## src/rtl/group_scaled_quant_matvec_assert.svh

```systemverilog
// Assertion macros shared by the matrix-vector block.
`ifndef GROUP_SCALED_QUANT_MATVEC_ASSERT_SVH
`define GROUP_SCALED_QUANT_MATVEC_ASSERT_SVH

// A property that must hold at every clock edge out of reset.
`define GSQ_ASSERT(lbl, prop, msg) \
	lbl: assert property (@(posedge clk) disable iff (!arst_n) (prop)) else $error(msg);

// A condition that forces a consequence in the following cycle.
`define GSQ_ASSERT_NEXT(lbl, ante, cons, msg) \
	lbl: assert property (@(posedge clk) disable iff (!arst_n) (ante) |=> (cons)) \
		else $error(msg);

`endif

```

## src/rtl/gsq_pkg.sv

```systemverilog
// Package with the shared constants and command/status types of the block.
`default_nettype none

package gsq_pkg;

	// Activation store depth and derived address width.
	localparam int MAX_INPUT = 4096;
	localparam int ADDR_W    = $clog2(MAX_INPUT);

	// Configuration register indexes.
	localparam logic [1:0] CFG_MODE  = 2'd0;
	localparam logic [1:0] CFG_GSIZE = 2'd1;
	localparam logic [1:0] CFG_ILEN  = 2'd2;

	// Item opcodes.
	localparam logic OPC_LOAD   = 1'b0;
	localparam logic OPC_WEIGHT = 1'b1;

	// Weight modes.
	localparam logic MODE_INT8 = 1'b0;
	localparam logic MODE_INT4 = 1'b1;

	// Nibble decode.
	localparam logic [3:0]        NIB_MASK   = 4'hF;
	localparam logic signed [8:0] NIB_OFFSET = 9'sd8;

	// Rounding constant for the Q1.14 scale and the 48-bit clamp limits.
	localparam logic signed [55:0] ROUND_HALF = 56'sd8192;
	localparam logic [47:0]        ROW_MAX    = 48'h7FFF_FFFF_FFFF;
	localparam logic [47:0]        ROW_MIN    = 48'h8000_0000_0000;

	// Reset values of the configuration registers.
	localparam logic [12:0] GSIZE_RST = 13'd32;
	localparam logic [12:0] ILEN_RST  = 13'd4096;

	// Commands from the controller to the datapath.
	typedef struct packed {
		logic latch;   // capture the weight byte and scale of an accepted word
		logic wr;      // write one activation
		logic rd;      // read the activation at the current position
		logic mac;     // multiply-accumulate one weight
		logic nib;     // selects the high nibble in 4-bit mode
		logic mul;     // multiply the group sum by the scale
		logic acc;     // add the scaled group into the row sum
		logic rc_clr;  // clear the recompute accumulator
		logic rc_mod;  // one step of the position-in-group search
		logic rc_len;  // one step of the padded row length search
	} cmd_t;

	// Status from the datapath to the controller.
	typedef struct packed {
		logic gend;      // current weight closes a group
		logic rend;      // current weight closes the row
		logic last;      // the last accumulated weight closed the row
		logic mod_done;  // position-in-group search finished
		logic len_done;  // row length search finished
	} stat_t;

endpackage

`default_nettype wire

```

## src/rtl/gsq_cfg.sv

```systemverilog
// Configuration registers and the effective group size and row length.
`default_nettype none

module gsq_cfg import gsq_pkg::*; (
	input  wire logic        clk,
	input  wire logic        arst_n,
	input  wire logic        wr_en,
	input  wire logic [1:0]  wr_index,
	input  wire logic [12:0] wr_data,
	output logic             mode,
	output logic [12:0]      g_eff,
	output logic [12:0]      n_eff
);

	logic        mode_q;
	logic [12:0] gsize_q;
	logic [12:0] ilen_q;

	// Register writes; an index beyond the list is dropped.
	always_ff @(posedge clk or negedge arst_n) begin
		if (!arst_n) begin
			mode_q  <= MODE_INT8;
			gsize_q <= GSIZE_RST;
			ilen_q  <= ILEN_RST;
		end else if (wr_en) begin
			unique case (wr_index)
				CFG_MODE:  mode_q  <= wr_data[0];
				CFG_GSIZE: gsize_q <= wr_data;
				CFG_ILEN:  ilen_q  <= wr_data;
				default: begin
				end
			endcase
		end
	end

	// A zero group size acts as one; the row length is clamped to the store.
	always_comb begin
		mode  = mode_q;
		g_eff = (gsize_q == '0) ? 13'd1 : gsize_q;
		if (ilen_q == '0) begin
			n_eff = 13'd1;
		end else if (ilen_q > 13'(MAX_INPUT)) begin
			n_eff = 13'(MAX_INPUT);
		end else begin
			n_eff = ilen_q;
		end
	end

endmodule

`default_nettype wire

```

## config.mk

```make
export PLATFORM = sky130hd
export DESIGN_NAME = gsq_cfg
export DESIGN_NICKNAME = d
export VERILOG_FILES = /design/src/rtl/group_scaled_quant_matvec_assert.svh /design/src/rtl/gsq_pkg.sv /design/src/rtl/gsq_cfg.sv
export SDC_FILE = /design/constraint.sdc
export NUM_CORES = 1
export LEC_CHECK = 0
export BUFFER_PORTS_ARGS = -buffer_cell sky130_fd_sc_hd__buf_4
export CAP_MARGIN = 20
export CORE_MARGIN = 2
export CORE_UTILIZATION = 39
export DETAILED_ROUTE_END_ITERATION = 8
export PLACE_DENSITY = 0.69
export SYNTH_ARGS = -nofsm -noshare
export SYNTH_HDL_FRONTEND = slang
export SYNTH_SLANG_ARGS = --single-unit
```

## constraint.sdc

```tcl
create_clock -name clk -period 1.3 [get_ports clk]
set_input_delay 0.13 -clock clk [delete_from_list [all_inputs] [get_ports clk]]
set_output_delay 0.13 -clock clk [all_outputs]
set_load 0.05 [all_outputs]
```

### Word level (Yosys, flattened, before mapping)

Cells that the tools add are included.

| storage, ports and cells | value |
|---|---|
| bits in registers | 27 |
| output and inout bits | 27 |

| cells by class | value |
|---|---|
| $lt $le $gt $ge | 1 |
| eq/ne operators | 2 |
| muxes and demuxes | 3 |
| reduce and logical (&&, ||, !) cells | 6 |

Operators with widths:

| kind | number |
|---|---|
| 2-to-1 mux 13 bit | 3 |
| zero test 13 bit | 2 |
| > comparator 13 bit (second input constant) | 1 |
| AND reduction 2 bit | 3 |
| == test 2 x 1 -> 1 bit (second input constant) | 1 |
| == test 2 bit (second input constant) | 1 |
| zero test 2 bit | 1 |

### Depth between registers and ports, before layout

| depth | value |
|---|---|
| depth in word-level cells | 3 |
| gate-level depth with buffers | 3 |
| depth with buffers taken out | 2 |

### Least setup slack after synthesis

Ideal clock, no wire load.

| timing | value |
|---|---|
| path type | reg-to-output |
| start point | reg ilen_q[12] |
| end point | out n_eff[11] |
| arrival | 1.276 ns |
| required time | 1.170 ns |
| path slack | -0.106 ns |
| cell stages (with the launch flop) | 3 |
| buffers on the path | 1 |
| cell sequence | dfstp_2 -> clkbuf_1 -> nor2b_1 |

| between the ends | value |
|---|---|
| word-level cells in the longest chain between the ends | 3 |
| elaborated cells on any way between the ends | 4 |
| those cells by class | order compare: 1; mux: 2; reduce/logical: 1 |

Ends and longest elaborated chain:

| element | line | source |
|---|---|---|
| start: declaration | gsq_cfg.sv:17 | `logic [12:0] ilen_q;` |
| start signal: assignment | gsq_cfg.sv:29 | `CFG_ILEN: ilen_q <= wr_data;` |
| > comparator 13 bit | gsq_cfg.sv:42 | `end else if (ilen_q > 13'(MAX_INPUT)) begin` |
| 2-to-1 mux 13 bit | gsq_cfg.sv:42 |  |
| 2-to-1 mux 13 bit (*) | gsq_cfg.sv:40 | `if (ilen_q == '0) begin` |
| end: declaration | gsq_cfg.sv:12 | `output logic [12:0] n_eff` |

Every way passes the cells marked *; elsewhere a longest branch is shown, timed or not.

### Final worst setup path

| timing | value |
|---|---|
| start point | reg ilen_q[2] |
| end point | out n_eff[0] |

The elaborated chain is that of the path after synthesis.

==> out/summary.txt <==
ranking of synthesized cells by area = dfrtp_1, mux2_4, mux2_2, nor2b_1, clkbuf_1
gr usage total = 0.173
most common cell in the synthesized netlist = dfrtp_1
WP data arrival = 1.49 ns
DR vias/cell = 4.75
CTS tree = built
initial core utilization = 0.398
vias in the first global route = 916
R2R cell count = 3
core area = 3280 µm²
Post-synth top cells = dfrtp_1, mux2_4, clkbuf_1, nor2b_1, mux2_2
clk_skew = 0 ns
DP Wirelength = 2030 µm
DIE AREA = 3840 µm²
initial antenna violation count = 0
fmax = 617 MHz
Distinct cells, synth = 13
post-synth top area share = 0.478
Setup-failing EPs final = 14
Syn Std Cell Area = 1310 µm²
EDFF count, synth = 0
pwr/cell area = 1620 nW/µm²
final setup margin = -0.320 ns
syn_nets = 111
layout cells sized above 1 = 0.787
Non-Filler Instances = 182
Post-synth ARST share = 1.00
Routed WL = 3100 µm
global-route wire length before repair = 4690 µm
antenna cells = 0
routed vias = 864
CTS H-tree depth = 1
Worst-path clk slew = 0.14 ns
Die Y-Extent = 61.9 µm
clock root buffer = clkbuf_4
#FFs+latches synth = 27
CTS Sinks = 27
setup TNS = -2.54 ns
Final Max Slew Viols = 0
io pins = 45
violated checks = negative setup slack
HP Class = in -> reg
fin nets = 155
RR Endpoint = ilen_q[12]$_DFFE_PN1P_
RSZ-0062 raised after global routing = true
area leader, netlist = dfrtp_1
DR pass1 iterations = 2
Ys Warns = 0
Setup Slack @ Placement = -0.0316 ns
final worst path period need = 1.62 ns
max-capacitance violation count = 0
worst r2r src = ilen_q[12]$_DFFE_PN1P_
Die W = 61.9 µm
Worst Hold Launch = wr_data[3]
Startpoint Class = flip-flop
peak supply drop = 900 µV
final hold vios = 0
Hold EP = ilen_q[3]$_DFFE_PN0P_
CP Class = reg -> out
CP endpoint kind = primary output
Post-Syn Area per Cell = 14.1 µm²
r2r setup slk = 0.25 ns
Num CTS Buffers = 3
hold path cells = 2
Final ANT Viol Nets = 0
Rows = 21
Port Buffers = 44
GP Congestion = 0.719
synthesized instance count = 93
WP data required = 1.17 ns
area delta synth->final = 49.6%
# DRC = 0
drt first-iter violations = 12
Main synth FF type = dfrtp_1
total chip power = 3.17 mW
sequential share of the synthesized area = 0.518
Placed Cells = 171
final worst-path cycle share = 1.25
status = finished, violations left
slew margin rel. = 0.766
GRT overflow = 0
Skew-Pair Late Insertion Delay = 0.33 ns
wire per inst = 17.0 µm
largest net degree at the start of global routing = 28
Bufs on Longest Clock Path = 2
Leakage = 0.970 nW
crit path max fanout = 2
Least-Margin Pin Slew = 0.351 ns
==> metrics by stage <==
step / cell area, µm² / hold WS (ns) / utilization
final: 1960 / 0.0252 / 0.596
after global routing: 1960 / 0.00194 / 0.596
after CTS: 1900 / 0.0149 / 0.580
after detailed placement: 1650 / 0.0656 / 0.503
after global placement: 1650 / 0.0584 / 0.503
after floorplan: 1310 / -0.166 / -
==> registers in the layout, indices dropped and copies added, names as in the netlist <==
| signal | count |
|---|---|
| gsize_q | 13 |
| ilen_q | 13 |
| mode | 1 |
==> worst max path at each step <==
stage           endpoint                    from  cells after the start  slack (ns)
2_1_floorplan  n_eff[11]  ilen_q[12]$_DFFE_PN1P_                      2       -0.11
3_3_place_gp    g_eff[0]  gsize_q[1]$_DFFE_PN0P_                      3        0.02
3_5_place_dp    g_eff[0]  gsize_q[1]$_DFFE_PN0P_                      3       -0.03
4_1_cts         n_eff[0]   ilen_q[6]$_DFFE_PN0P_                      3       -0.33
5_1_grt         n_eff[0]   ilen_q[8]$_DFFE_PN0P_                      3       -0.41
6_report        n_eff[0]   ilen_q[2]$_DFFE_PN0P_                      3       -0.32
==> logic make-up after synthesis <==
| logic type | count (synthesis) | share of synthesized area |
|---|---|---|
| flops | 27 | 0.518 |
| buf+inv | 17 | 0.0602 |
| simple gates | 20 | 0.118 |
| compound gates | 2 | 0.0143 |
| mux | 27 | 0.290 |
==> critical path: stages (launching register included) <==
cell     delay (ns)
dfrtp_1        0.45
nor4_4         0.31
a32o_2         0.23
buf_6          0.16
==> metal layers <==
metal | wire, µm | track usage | vias to the layer above
met5 | 0 | 0 | -
met4 | 45 | 0.0456 | 0
met3 | 145 | 0.0455 | 4
met2 | 1660 | 0.302 | 28
met1 | 1250 | 0.210 | 434
li1 | - | - | 398
==> power breakdown <==
| part | leakage (nW) | switching, mW | internal, mW |
|---|---|---|---|
| registers | 0.317 | 0.185 | 1.01 |
| logic | 0.638 | 0.874 | 0.728 |
| clock network | 0.0150 | 0.251 | 0.121 |
==> what timing repair did <==
item | in CTS | in global routing
resized for setup | 44 | 13
endpoints found under the setup margin | 14 | 14
setup buffers | 5 | 3
pin swaps | 1 | 4
endpoints found under the hold margin | 27 | 0
hold buffers | 1 | 0
==> layout make-up <==
class	count	area [µm²]
clock buffer	4	26.3
sequential	27	678
multi-input combinational	49	689
fill	251	1330
inverter	1	3.75
tap	46	57.6
timing repair buffer	55	503
==> cells in the final DEF (no fill, tap or decap), types with 2 or more instances in the layout <==
cell type / instances
buf_4: 37
buf_6: 12
buf_8: 4
clkbuf_4: 3
dfrtp_1: 25
dfstp_2: 2
mux2_2: 7
mux2_4: 20
nand3b_4: 2
nor2b_2: 2
nor2b_4: 9
nor4_2: 3
nor4_4: 3
Power figures use the tool's default switching activity.
