### src/rtl/group_scaled_quant_matvec_assert.svh
// Assertion macros shared by the matrix-vector block.
`ifndef GROUP_SCALED_QUANT_MATVEC_ASSERT_SVH
`define GROUP_SCALED_QUANT_MATVEC_ASSERT_SVH

// A property that must hold at every clock edge out of reset.
`define GSQ_ASSERT(lbl, prop, msg) \
	lbl: assert property (@(posedge clk) disable iff (!arst_n) (prop)) else $error(msg);

// A condition that forces a consequence in the following cycle.
`define GSQ_ASSERT_NEXT(lbl, ante, cons, msg) \
	lbl: assert property (@(posedge clk) disable iff (!arst_n) (ante) |=> (cons)) \
		else $error(msg);

`endif

### src/rtl/gsq_pkg.sv
// Package with the shared constants and command/status types of the block.
`default_nettype none

package gsq_pkg;

	// Activation store depth and derived address width.
	localparam int MAX_INPUT = 4096;
	localparam int ADDR_W    = $clog2(MAX_INPUT);

	// Configuration register indexes.
	localparam logic [1:0] CFG_MODE  = 2'd0;
	localparam logic [1:0] CFG_GSIZE = 2'd1;
	localparam logic [1:0] CFG_ILEN  = 2'd2;

	// Item opcodes.
	localparam logic OPC_LOAD   = 1'b0;
	localparam logic OPC_WEIGHT = 1'b1;

	// Weight modes.
	localparam logic MODE_INT8 = 1'b0;
	localparam logic MODE_INT4 = 1'b1;

	// Nibble decode.
	localparam logic [3:0]        NIB_MASK   = 4'hF;
	localparam logic signed [8:0] NIB_OFFSET = 9'sd8;

	// Rounding constant for the Q1.14 scale and the 48-bit clamp limits.
	localparam logic signed [55:0] ROUND_HALF = 56'sd8192;
	localparam logic [47:0]        ROW_MAX    = 48'h7FFF_FFFF_FFFF;
	localparam logic [47:0]        ROW_MIN    = 48'h8000_0000_0000;

	// Reset values of the configuration registers.
	localparam logic [12:0] GSIZE_RST = 13'd32;
	localparam logic [12:0] ILEN_RST  = 13'd4096;

	// Commands from the controller to the datapath.
	typedef struct packed {
		logic latch;   // capture the weight byte and scale of an accepted word
		logic wr;      // write one activation
		logic rd;      // read the activation at the current position
		logic mac;     // multiply-accumulate one weight
		logic nib;     // selects the high nibble in 4-bit mode
		logic mul;     // multiply the group sum by the scale
		logic acc;     // add the scaled group into the row sum
		logic rc_clr;  // clear the recompute accumulator
		logic rc_mod;  // one step of the position-in-group search
		logic rc_len;  // one step of the padded row length search
	} cmd_t;

	// Status from the datapath to the controller.
	typedef struct packed {
		logic gend;      // current weight closes a group
		logic rend;      // current weight closes the row
		logic last;      // the last accumulated weight closed the row
		logic mod_done;  // position-in-group search finished
		logic len_done;  // row length search finished
	} stat_t;

endpackage

`default_nettype wire

### src/rtl/gsq_ctrl.sv
// Controller state machine that sequences loads, weights, scaling and recompute.
`default_nettype none
`include "group_scaled_quant_matvec_assert.svh"

module gsq_ctrl import gsq_pkg::*; (
	input  wire logic  clk,
	input  wire logic  arst_n,
	input  wire logic  start,
	input  wire logic  opcode,
	input  wire logic  cfg_valid,
	input  wire logic  mode,
	input  wire stat_t stat,
	output logic       busy,
	output logic       cfg_ready,
	output cmd_t       cmd
);

	localparam logic [2:0] S_IDLE = 3'd0;
	localparam logic [2:0] S_RD   = 3'd1;
	localparam logic [2:0] S_MAC  = 3'd2;
	localparam logic [2:0] S_MUL  = 3'd3;
	localparam logic [2:0] S_ACC  = 3'd4;
	localparam logic [2:0] S_RCM  = 3'd5;
	localparam logic [2:0] S_RCL  = 3'd6;

	logic [2:0] state_q, state_d;
	logic       nib_q, nib_d;
	logic       more_nib;

	assign busy      = (state_q != S_IDLE);
	assign cfg_ready = (state_q == S_IDLE) && !start;

	// A packed byte still has its high nibble to run unless the row ended.
	assign more_nib = (mode == MODE_INT4) && !nib_q && !stat.last;

	// Next state and commands.
	always_comb begin
		state_d = state_q;
		nib_d   = nib_q;
		cmd     = '0;
		cmd.nib = nib_q;
		unique case (state_q)
			S_IDLE: begin
				if (start) begin
					cmd.latch = 1'b1;
					if (opcode == OPC_WEIGHT) begin
						cmd.rd  = 1'b1;
						nib_d   = 1'b0;
						state_d = S_MAC;
					end else begin
						cmd.wr = 1'b1;
					end
				end else if (cfg_valid) begin
					cmd.rc_clr = 1'b1;
					state_d    = S_RCM;
				end
			end
			S_RD: begin
				cmd.rd  = 1'b1;
				state_d = S_MAC;
			end
			S_MAC: begin
				cmd.mac = 1'b1;
				if (stat.gend || stat.rend) begin
					state_d = S_MUL;
				end else if ((mode == MODE_INT4) && !nib_q) begin
					nib_d   = 1'b1;
					state_d = S_RD;
				end else begin
					state_d = S_IDLE;
				end
			end
			S_MUL: begin
				cmd.mul = 1'b1;
				state_d = S_ACC;
			end
			S_ACC: begin
				cmd.acc = 1'b1;
				if (more_nib) begin
					nib_d   = 1'b1;
					state_d = S_RD;
				end else begin
					state_d = S_IDLE;
				end
			end
			S_RCM: begin
				cmd.rc_mod = 1'b1;
				if (stat.mod_done) begin
					state_d = S_RCL;
				end
			end
			S_RCL: begin
				cmd.rc_len = 1'b1;
				if (stat.len_done) begin
					state_d = S_IDLE;
				end
			end
			default: begin
				state_d = S_IDLE;
			end
		endcase
	end

	// State registers.
	always_ff @(posedge clk or negedge arst_n) begin
		if (!arst_n) begin
			state_q <= S_IDLE;
			nib_q   <= 1'b0;
		end else begin
			state_q <= state_d;
			nib_q   <= nib_d;
		end
	end

	`GSQ_ASSERT(a_cfg_not_busy, !(busy && cfg_ready), "config taken while busy")
	`GSQ_ASSERT_NEXT(a_weight_to_mac, start && !busy && (opcode == OPC_WEIGHT),
		state_q == S_MAC, "accepted weight word did not reach the MAC step")
	`GSQ_ASSERT_NEXT(a_mul_then_acc, cmd.mul, cmd.acc, "scale multiply not followed by add")

endmodule

`default_nettype wire

### config.mk
export PLATFORM = sky130hd
export DESIGN_NAME = gsq_ctrl
export DESIGN_NICKNAME = d
export VERILOG_FILES = /design/src/rtl/gsq_pkg.sv /design/src/rtl/gsq_ctrl.sv
export VERILOG_INCLUDE_DIRS = /design/src /design/src/rtl
export SDC_FILE = /design/constraint.sdc
export NUM_CORES = 1
export LEC_CHECK = 0
export BUFFER_PORTS_ARGS = -buffer_cell sky130_fd_sc_hd__buf_2
export CAP_MARGIN = 20
export CORE_AREA = 4 4 41 43
export CTS_CLUSTER_SIZE = 25
export DETAILED_ROUTE_END_ITERATION = 10
export DIE_AREA = 0 0 45 47
export GPL_TIMING_DRIVEN = 1
export SLEW_MARGIN = 20
export SYNTH_ARGS = -nofsm -noshare
export SYNTH_HDL_FRONTEND = slang
export SYNTH_SLANG_ARGS = --single-unit
### constraint.sdc
create_clock -name clk -period 1.8 [get_ports clk]
set_input_delay 0.36 -clock clk [delete_from_list [all_inputs] [get_ports clk]]
set_output_delay 0.36 -clock clk [all_outputs]
set_load 0.1 [all_outputs]
* Yosys cells after proc, flatten, opt, wreduce, memory -nomap -nowiden
Index checks and enable logic that the tools add are counted.
** Word-level totals
- Input bits :: 11
- Flip-flop bits (word level) :: 4
** Operators by class
- Reduce and logical (&&, ||, !) cells :: 12
- Equal/unequal tests :: 15
- Multiplexer cells :: 28
** Operators by type and width (number)
- $mux 3 :: 7
- $pmux 3 s7 :: 1
- $mux 1 :: 17
- $ne 2x2->1 const B :: 7
- $eq 3x3->1 const B :: 3
- $eq 3x2->1 const B :: 2
- $ne 3x3->1 const B :: 2
- $reduce_and 6->1 :: 1
- $reduce_bool 3->1 :: 2
- $reduce_and 4->1 :: 1
- $eq 3x1->1 const B :: 1
- $logic_and 1x1->1 :: 3
- $logic_not 1->1 :: 3
- $logic_not 3->1 :: 1
- $pmux 1 s3 :: 1
- $mux 2 :: 1
- $pmux 1 s2 :: 1
- $logic_or 1x1->1 :: 1

* Longest topological paths before layout
Gate-level depths: netlist of run 1.
- Depth after elaboration :: 5
- Depth in mapped cells :: 4
- Depth with buffers taken out :: 3

* Worst setup path before layout of run 1
OpenSTA, ideal clock, no wires.
- Path kind :: reg2out
- From :: register state_q[1]
- To :: output cmd[7] (netlist name)
- Data required time :: 1.440 ns
- Slack :: -1.385 ns
- Arrival :: 2.825 ns
- Stages on the path, launching flop included :: 3
- Cell sequence :: dfrtp_1 buf_4 a211oi_1
** RTL lines
- start, declared :: RTL line gsq_ctrl.sv:26 : logic [2:0] state_q, state_d;
- start signal, assigned :: RTL line gsq_ctrl.sv:110 : state_q <= state_d;
- end, declared :: RTL line gsq_ctrl.sv:15 : output cmd_t cmd

==> impl_metrics.json, run 1 <==
{
  "status": "finished with violations",
  "violations": "negative setup slack",
  "cts_made_buffers": 3,
  "ff2ff_path_depth": 6,
  "fp.dieH_um": 47,
  "path_cells": "nor3_4 -> clkinvlp_4 -> nor2_4 -> buf_12",
  "syn-mean-instance-area_sq_um": 7.88,
  "drive_above_1_share_pct": 57.8,
  "clkSinkCount": 4,
  "num_rows": 13,
  "setup_viol": 3,
  "netlist_instances": 50,
  "postSynth.asyncResetShare_pct": 100,
  "place_area_sq_um": 737,
  "dieWidth_um": 45,
  "grt_usage_pct": 13.6,
  "path_max_fanout": 4,
  "ys_seq_area_share_pct": 25.4,
  "drt_wl_total_mm": 1.31,
  "vias": 509,
  "start_util_pct": 30.3,
  "drc": 0,
  "start_kind": "register",
  "synth.top_cell.area_share_pct": 25.4,
  "clock_skew_ns": 0.00601,
  "cp.arrival_ns": 1.46,
  "synth-main-ff-cell": "dfrtp_1",
  "worst_path_max_delay_cell": "dfrtp_1",
  "dieArea_sq_mm": 0.00212,
  "fin_area_sq_um": 835,
  "max_freq_mhz": 549,
  "ioPinCount": 23,
  "wire_per_inst_um": 13.3,
  "port_buffers": 22,
  "finalHoldViolCount": 0,
  "hp-start": "stat[0]",
  "yosysWarnings": 0,
  "antenna_cells": 0,
  "htreeDepth": 1,
  "cpPeakStageDelay_ns": 0.40,
  "slew_headroom_pct": 67.8,
  "grt_pass1_vias": 478,
  "nNetsFinal": 96,
  "grt_max_degree": 17,
  "tightest_slew_ns": 0.486,
  "regToRegEndpoint": "state_q[0]",
  "fin_ws_ns": -0.0230,
  "fin_crit_sh_pct": 101,
  "setup.worst_path.class": "register to output pin",
  "holdPathStages": 3,
  "drtIter0Drc": 10,
  "r2r_start": "state_q[0]",
  "pre_cts_ws_ns": 0.207,
  "regArea_sq_um": 101,
  "syn-num-nets": 61,
  "drtPass1Iterations": 4,
  "crit_buf_inv": 2,
  "cp_top_family": "simple AND/OR/NAND/NOR gates",
  "synth_commonest_cells": "4 x a211oi_1, 4 x dfrtp_1",
  "multi_input_area_sq_um": 314,
  "dp_hpwl_um": 950,
  "synth-seq-cells": 4,
  "grt_overflow": 0,
  "root_buffer": "clkbuf_4",
  "drv_slew": 0,
  "viasPerCell": 5.19,
  "core_area_sq_mm": 0.00130,
  "path_clk_slew_ns": 0.04,
  "period_needed_ns": 1.82,
  "endpoint_kind": "output pin",
  "nFillCells": 113,
  "rsz0062_at_grt": "true",
  "gp_congestion": 0.778,
  "hold_end": "state_q[1]",
  "ant_nets": 0,
  "cts_buffer_depth": 2,
  "insertion_delay_ns": 0.24,
  "r2r_setup_slack_ns": 0.28,
  "syn_area_sq_um": 394,
  "area_growth_pct": 112,
  "antenna_found_initial": 0,
  "maxCapViolCount": 0,
  "grt_first_pass_wirelength_mm": 2.06,
  "cp.required_ns": 1.44,
  "cts_tree": "built",
  "hold_path_class": "input port to register",
  "synth_edf_count": 0,
  "synth.distinct_cells": 31,
  "yosysTopAreaCell": "dfrtp_1",
  "synthTopCellsByArea": "dfrtp_1 25%, a211oi_1 7.6%, a21oi_1 3.8%"
}
==> worst reg2reg max path: stages, from the launching register on <==
cell and delay (ns):
dfrtp_2 0.42, buf_6 0.13, buf_4 0.14, buf_4 0.13, nor4bb_1 0.36, a31oi_1 0.10, o31a_1 0.12
==> cell families after synthesis <==
family                 after synthesis  synth area share [%]
DFF                                  4                  25.4
buffers and inverters                7                  9.21
and+or+nand+nor                     25                  40.6
AOI/OAI and AO/OA                   14                  24.8
==> layer usage <==
layer / GRT usage, % / wire [um] / vias up
met2: 22.0 / 679 / 19
met1: 15.9 / 526 / 232
met4: 8.77 / 21 / 0
met3: 3.45 / 77 / 3
li1: - / - / 255
met5: 0 / 0 / -
==> stage by stage <==
step	std cells	utilization, %	setup TNS (ns)	hold WS (ns)
6_report	98	64.1	-0.0674	0.455
5_1_grt	98	64.1	-0.320	0.463
4_1_cts	92	60.0	-0.160	0.447
3_5_place_dp	87	56.6	0	0.173
3_3_place_gp	87	56.6	0	0.174
2_1_floorplan	50	-	-2.08	0.0644
==> how the worst max path moves through the flow <==
stage	startpoint	to	cells past startpoint
2_1_floorplan	state_q[2]	cfg_ready	4
3_3_place_gp	state_q[1]	cfg_ready	4
3_5_place_dp	state_q[1]	cmd[8]	4
4_1_cts	state_q[2]	cmd[2]	4
5_1_grt	state_q[0]	cmd[2]	4
6_report	state_q[1]	cmd[2]	4
==> registers in the layout, indices dropped and copies added (netlist names) <==
| register | count |
|---|---|
| nib_q | 1 |
| state_q | 3 |
==> final cells by class <==
class,instances,share of cell area (%)
repair buffers,34,43.0
inverters,3,2.25
flip-flops and latches,4,12.1
clock buffers,3,2.70
well taps,15,2.25
multi-input cells,39,37.6
==> placed cells by master, fill, tap and decap left out, types with 2 or more instances in the layout <==
cell type,instances
clkbuf_4,3
a211oi_1,3
clkinvlp_4,2
buf_2,11
and3_1,2
dfrtp_1,3
nand3_1,2
a21oi_1,3
buf_4,11
buf_12,10
nand2b_1,2
nor2_4,3
==> what timing repair did <==
action,CTS,global route
hold endpoints to repair,4,0
endpoints found under the setup margin,4,8
gates resized for setup,2,3
setup buffers,1,6
hold buffers,1,0
pin swaps,2,2
Power of run 1 is not shown: default switching activity piles up to over one toggle a cycle in this logic, so the estimate is an artifact.
==> run 2: changes to the inputs <==
--- a/config.mk
+++ b/config.mk
@@ -13,6 +13,7 @@
 export DETAILED_ROUTE_END_ITERATION = 10
 export DIE_AREA = 0 0 45 47
 export GPL_TIMING_DRIVEN = 1
+export SKIP_CTS_REPAIR_TIMING = 1
 export SLEW_MARGIN = 20
 export SYNTH_ARGS = -nofsm -noshare
 export SYNTH_HDL_FRONTEND = slang
==> impl_metrics.json, run 2 (synthesis results as in run 1) <==
{
  "cp.required_ns": 1.44,
  "cp.arrival_ns": 1.46,
  "drc": 0,
  "start_kind": "register",
  "vias": 482,
  "path_cells": "nor3_4 -> clkinvlp_4 -> clkbuf_4",
  "drtIter0Drc": 11,
  "regArea_sq_um": 100,
  "grt_max_degree": 17,
  "dp_hpwl_um": 950,
  "dieArea_sq_mm": 0.00212,
  "status": "finished with violations",
  "final_common_cell": "buf_2",
  "root_buffer": "clkbuf_4",
  "drive_above_1_share_pct": 54.4,
  "cts_tree": "built",
  "maxCapViolCount": 0,
  "finalHoldViolCount": 0,
  "htreeDepth": 1,
  "drtPass1Iterations": 4,
  "drt_wl_total_mm": 1.24,
  "dieWidth_um": 45,
  "violations": "negative setup slack",
  "core_area_sq_mm": 0.00130,
  "setup.worst_path.class": "register to output pin",
  "cp_top_family": "buffers and inverters",
  "grt_first_pass_wirelength_mm": 1.98,
  "tns_ns": -0.0658,
  "max_freq_mhz": 549,
  "start_util_pct": 30.3,
  "nFillCells": 119,
  "cts_buffer_depth": 2,
  "largest_reg_flops": 3,
  "ioPinCount": 23,
  "area_growth_pct": 104,
  "path_clk_slew_ns": 0.04,
  "viasPerCell": 5.13,
  "regMostFlops": "state_q",
  "ant_nets": 0,
  "gp_congestion": 0.778,
  "port_buffers": 22,
  "worst_path_max_delay_cell": "dfrtp_1",
  "clock_skew_ns": 0.00511,
  "path_max_fanout": 4,
  "nNetsFinal": 92,
  "grt_usage_pct": 13.1,
  "endpoint_kind": "output pin",
  "drv_slew": 0,
  "slew_headroom_pct": 67.8,
  "multi_input_area_sq_um": 314,
  "clkSinkCount": 4,
  "wire_per_inst_um": 13.1,
  "setup_viol": 4,
  "cts_made_buffers": 3,
  "num_rows": 13,
  "antenna_cells": 0,
  "fp.dieH_um": 47,
  "crit_buf_inv": 2,
  "grt_overflow": 0,
  "fin_ws_ns": -0.0206,
  "insertion_delay_ns": 0.24,
  "antenna_found_initial": 0,
  "tightest_slew_ns": 0.486,
  "mostFrequentLayoutCells": "11 x buf_2, 10 x buf_12, 6 x buf_4",
  "fin_crit_sh_pct": 101,
  "r2r_setup_slack_ns": 0.29,
  "biggestRegsByFlops": "state_q: 3 flops, nib_q: 1 flops",
  "rsz0062_at_grt": "true",
  "grt_pass1_vias": 457,
  "hold_path_class": "input port to register",
  "period_needed_ns": 1.82,
  "cpPeakStageDelay_ns": 0.40
}
run 2: cell count changes in the layout (fill, tap and decap cells not counted), sizes merged:
cell | previous run | this run
buf | 33 | 28
clkbuf | 3 | 4
run 2: worst paths after layout:
kind                       startpoint    endpoint  depth (start not counted)
setup / recovery           state_q[1]        busy                          3
setup reg to reg           state_q[1]  state_q[0]                          4
hold / removal                stat[0]  state_q[1]                          3
min in group asynchronous      arst_n  state_q[1]                          2
hold reg to reg                 nib_q       nib_q                          1
max in group asynchronous      arst_n  state_q[0]                          2
run 2: per-layer routing:
metal / up-vias / GRT usage [%] / part of all wire (%)
li1: 243 / - / -
met1: 219 / 15.5 / 42
met2: 17 / 20.9 / 50
met3: 3 / 3.45 / 5.9
met4: 0 / 8.77 / 1.7
met5: - / 0 / 0
run 2: worst reg2reg max path: stages, from the launching register on:
cell	delay (ns)
dfrtp_1	0.40
buf_4	0.20
or3b_1	0.40
a211oi_1	0.28
o31a_1	0.17
run 2: stage by stage:
stage | hold slack [ns] | cell area (sq um) | utilization, % | setup WS [ns] | std cells
2_1_floorplan | 0.0644 | 459 | - | -0.486 | 50
3_3_place_gp | 0.174 | 737 | 56.6 | 0.225 | 87
3_5_place_dp | 0.173 | 737 | 56.6 | 0.207 | 87
4_1_cts | -0.0848 | 759 | 58.4 | -0.0561 | 90
5_1_grt | 0.463 | 803 | 61.7 | -0.0819 | 94
6_report | 0.454 | 803 | 61.7 | -0.0206 | 94
run 2: layout make-up:
class                           count  area share (%)
Inverter                            3            2.34
Tap cell                           15            2.34
Sequential cell                     4            12.5
Multi-Input combinational cell     39            39.1
Clock buffer                        3            2.80
Timing Repair Buffer               30            41.0
Power of run 2 is left out for the same reason.
==> run 3: changes to the inputs <==
--- a/config.mk
+++ b/config.mk
@@ -13,6 +13,7 @@
 export DETAILED_ROUTE_END_ITERATION = 10
 export DIE_AREA = 0 0 45 47
 export GPL_TIMING_DRIVEN = 1
+export REMOVE_ABC_BUFFERS = 1
 export SKIP_CTS_REPAIR_TIMING = 1
 export SLEW_MARGIN = 20
 export SYNTH_ARGS = -nofsm -noshare
==> impl_metrics.json, run 3 (synthesis results as in run 1) <==
{
  "wire_per_inst_um": 12.9,
  "r2r_setup_slack_ns": 0.33,
  "setup.worst_path.class": "register to output pin",
  "use_met1_pct": 16.7,
  "fin_ws_ns": 0.0312,
  "met3_usage_pct": 5.36,
  "htreeDepth": 1,
  "slew_headroom_pct": 67.4,
  "biggestRegsByFlops": "state_q: 3 flops, nib_q: 1 flops",
  "port_buffers": 22,
  "dp_hpwl_um": 984,
  "final_cell_count_no_fill": 92,
  "drv_slew": 0,
  "core_area_sq_mm": 0.00130,
  "clkSinkCount": 4,
  "cpPeakStageDelay_ns": 0.40,
  "max_freq_mhz": 565,
  "nNetsFinal": 90,
  "worst_path_max_delay_cell": "dfrtp_1",
  "insertion_delay_ns": 0.23,
  "grt_first_pass_wirelength_mm": 2.04,
  "drc": 0,
  "period_needed_ns": 1.77,
  "finalHoldViolCount": 0,
  "num_rows": 13,
  "grt_max_degree": 17,
  "gp_congestion": 0.766,
  "ioPinCount": 23,
  "pre_cts_ws_ns": 0.138,
  "crit_buf_inv": 2,
  "maxCapViolCount": 0,
  "path_cells": "buf_4 -> or2b_1 -> nor2_2 -> buf_12",
  "dieArea_sq_mm": 0.00212,
  "antenna_found_initial": 0,
  "start_kind": "register",
  "met2_usage_pct": 20.1,
  "endpoint_kind": "output pin",
  "cp.required_ns": 1.44,
  "mostFrequentLayoutCells": "12 x buf_2, 10 x buf_12, 4 x dfrtp_1, 4 x buf_4",
  "viasPerCell": 5.01,
  "status": "finished, final reports clean",
  "fp.dieH_um": 47,
  "cp.arrival_ns": 1.41,
  "fin_crit_sh_pct": 98.3,
  "cts_tree": "built",
  "path_max_fanout": 13,
  "final_common_cell": "buf_2",
  "area_growth_pct": 91.1,
  "clock_skew_ns": 0.00290,
  "drt_wl_total_mm": 1.18,
  "antenna_cells": 0,
  "setup_viol": 0,
  "ant_nets": 0,
  "grt-busiest-layer": "met2",
  "cts_made_buffers": 3,
  "regMostFlops": "state_q",
  "dieWidth_um": 45,
  "cts_buffer_depth": 2,
  "largest_reg_flops": 3,
  "cp_top_family": "flip-flops",
  "grt_pass1_vias": 470,
  "vias": 461,
  "hold_path_class": "input port to asynchronous set/reset pin",
  "grt_overflow": 0,
  "grt_usage_pct": 13.5,
  "tightest_slew_ns": 0.493,
  "path_clk_slew_ns": 0.04,
  "rsz0062_at_grt": "true",
  "dp.cells": 88,
  "drive_above_1_share_pct": 48.1,
  "drtIter0Drc": 10,
  "root_buffer": "clkbuf_4",
  "drtPass1Iterations": 4,
  "start_util_pct": 30.3
}
run 3: changes by cell type in the layout (fill, tap and decap cells not counted), sizes merged:
cell and delta:
clkbuf -1, inv +2, clkinvlp -2, buf -1
run 3: worst reg2reg max path, stage by stage, from the launching register on:
cell	delay (ns)
dfrtp_1	0.40
buf_4	0.19
or4b_1	0.52
a21oi_1	0.16
o22a_1	0.14
run 3: per-stage QoR:
step | util [%] | setup TNS (ns) | cell area (sq um) | hold WS, ns
floorplan | - | -6.78 | 369 | 0.0644
global route | 57.9 | -0.0819 | 753 | 0.468
CTS | 54.4 | -0.312 | 708 | -0.0864
global placement | 52.7 | 0 | 686 | 0.166
detailed placement | 52.7 | 0 | 686 | 0.168
finish | 57.9 | 0 | 753 | 0.463
run 3: final timing paths:
| kind | end | startpoint | cells after the start |
|---|---|---|---|
| hold / removal | state_q[0] | arst_n | 2 |
| hold reg to reg | nib_q | nib_q | 1 |
| max in group asynchronous | state_q[2] | arst_n | 2 |
| setup / recovery | cmd[4] | state_q[2] | 4 |
| min in group clk | state_q[1] | stat[0] | 3 |
| setup reg to reg | nib_q | state_q[2] | 4 |
run 3: cell type report:
class                      instances  area (sq um)
clock buffer                       3          22.5
multi-input combinational         39           289
inverter                           3          11.3
tap                               15          18.8
fill                             122           548
timing repair buffer              28           312
sequential                         4           100
run 3: routing by layer:
metal / wire [um] / share of wire (%) / up-vias
met5: 0 / 0 / -
met4: 0 / 0 / 0
li1: - / - / 241
met2: 552 / 47 / 15
met3: 112 / 9.5 / 0
met1: 518 / 44 / 205
Power of run 3 is left out for the same reason.
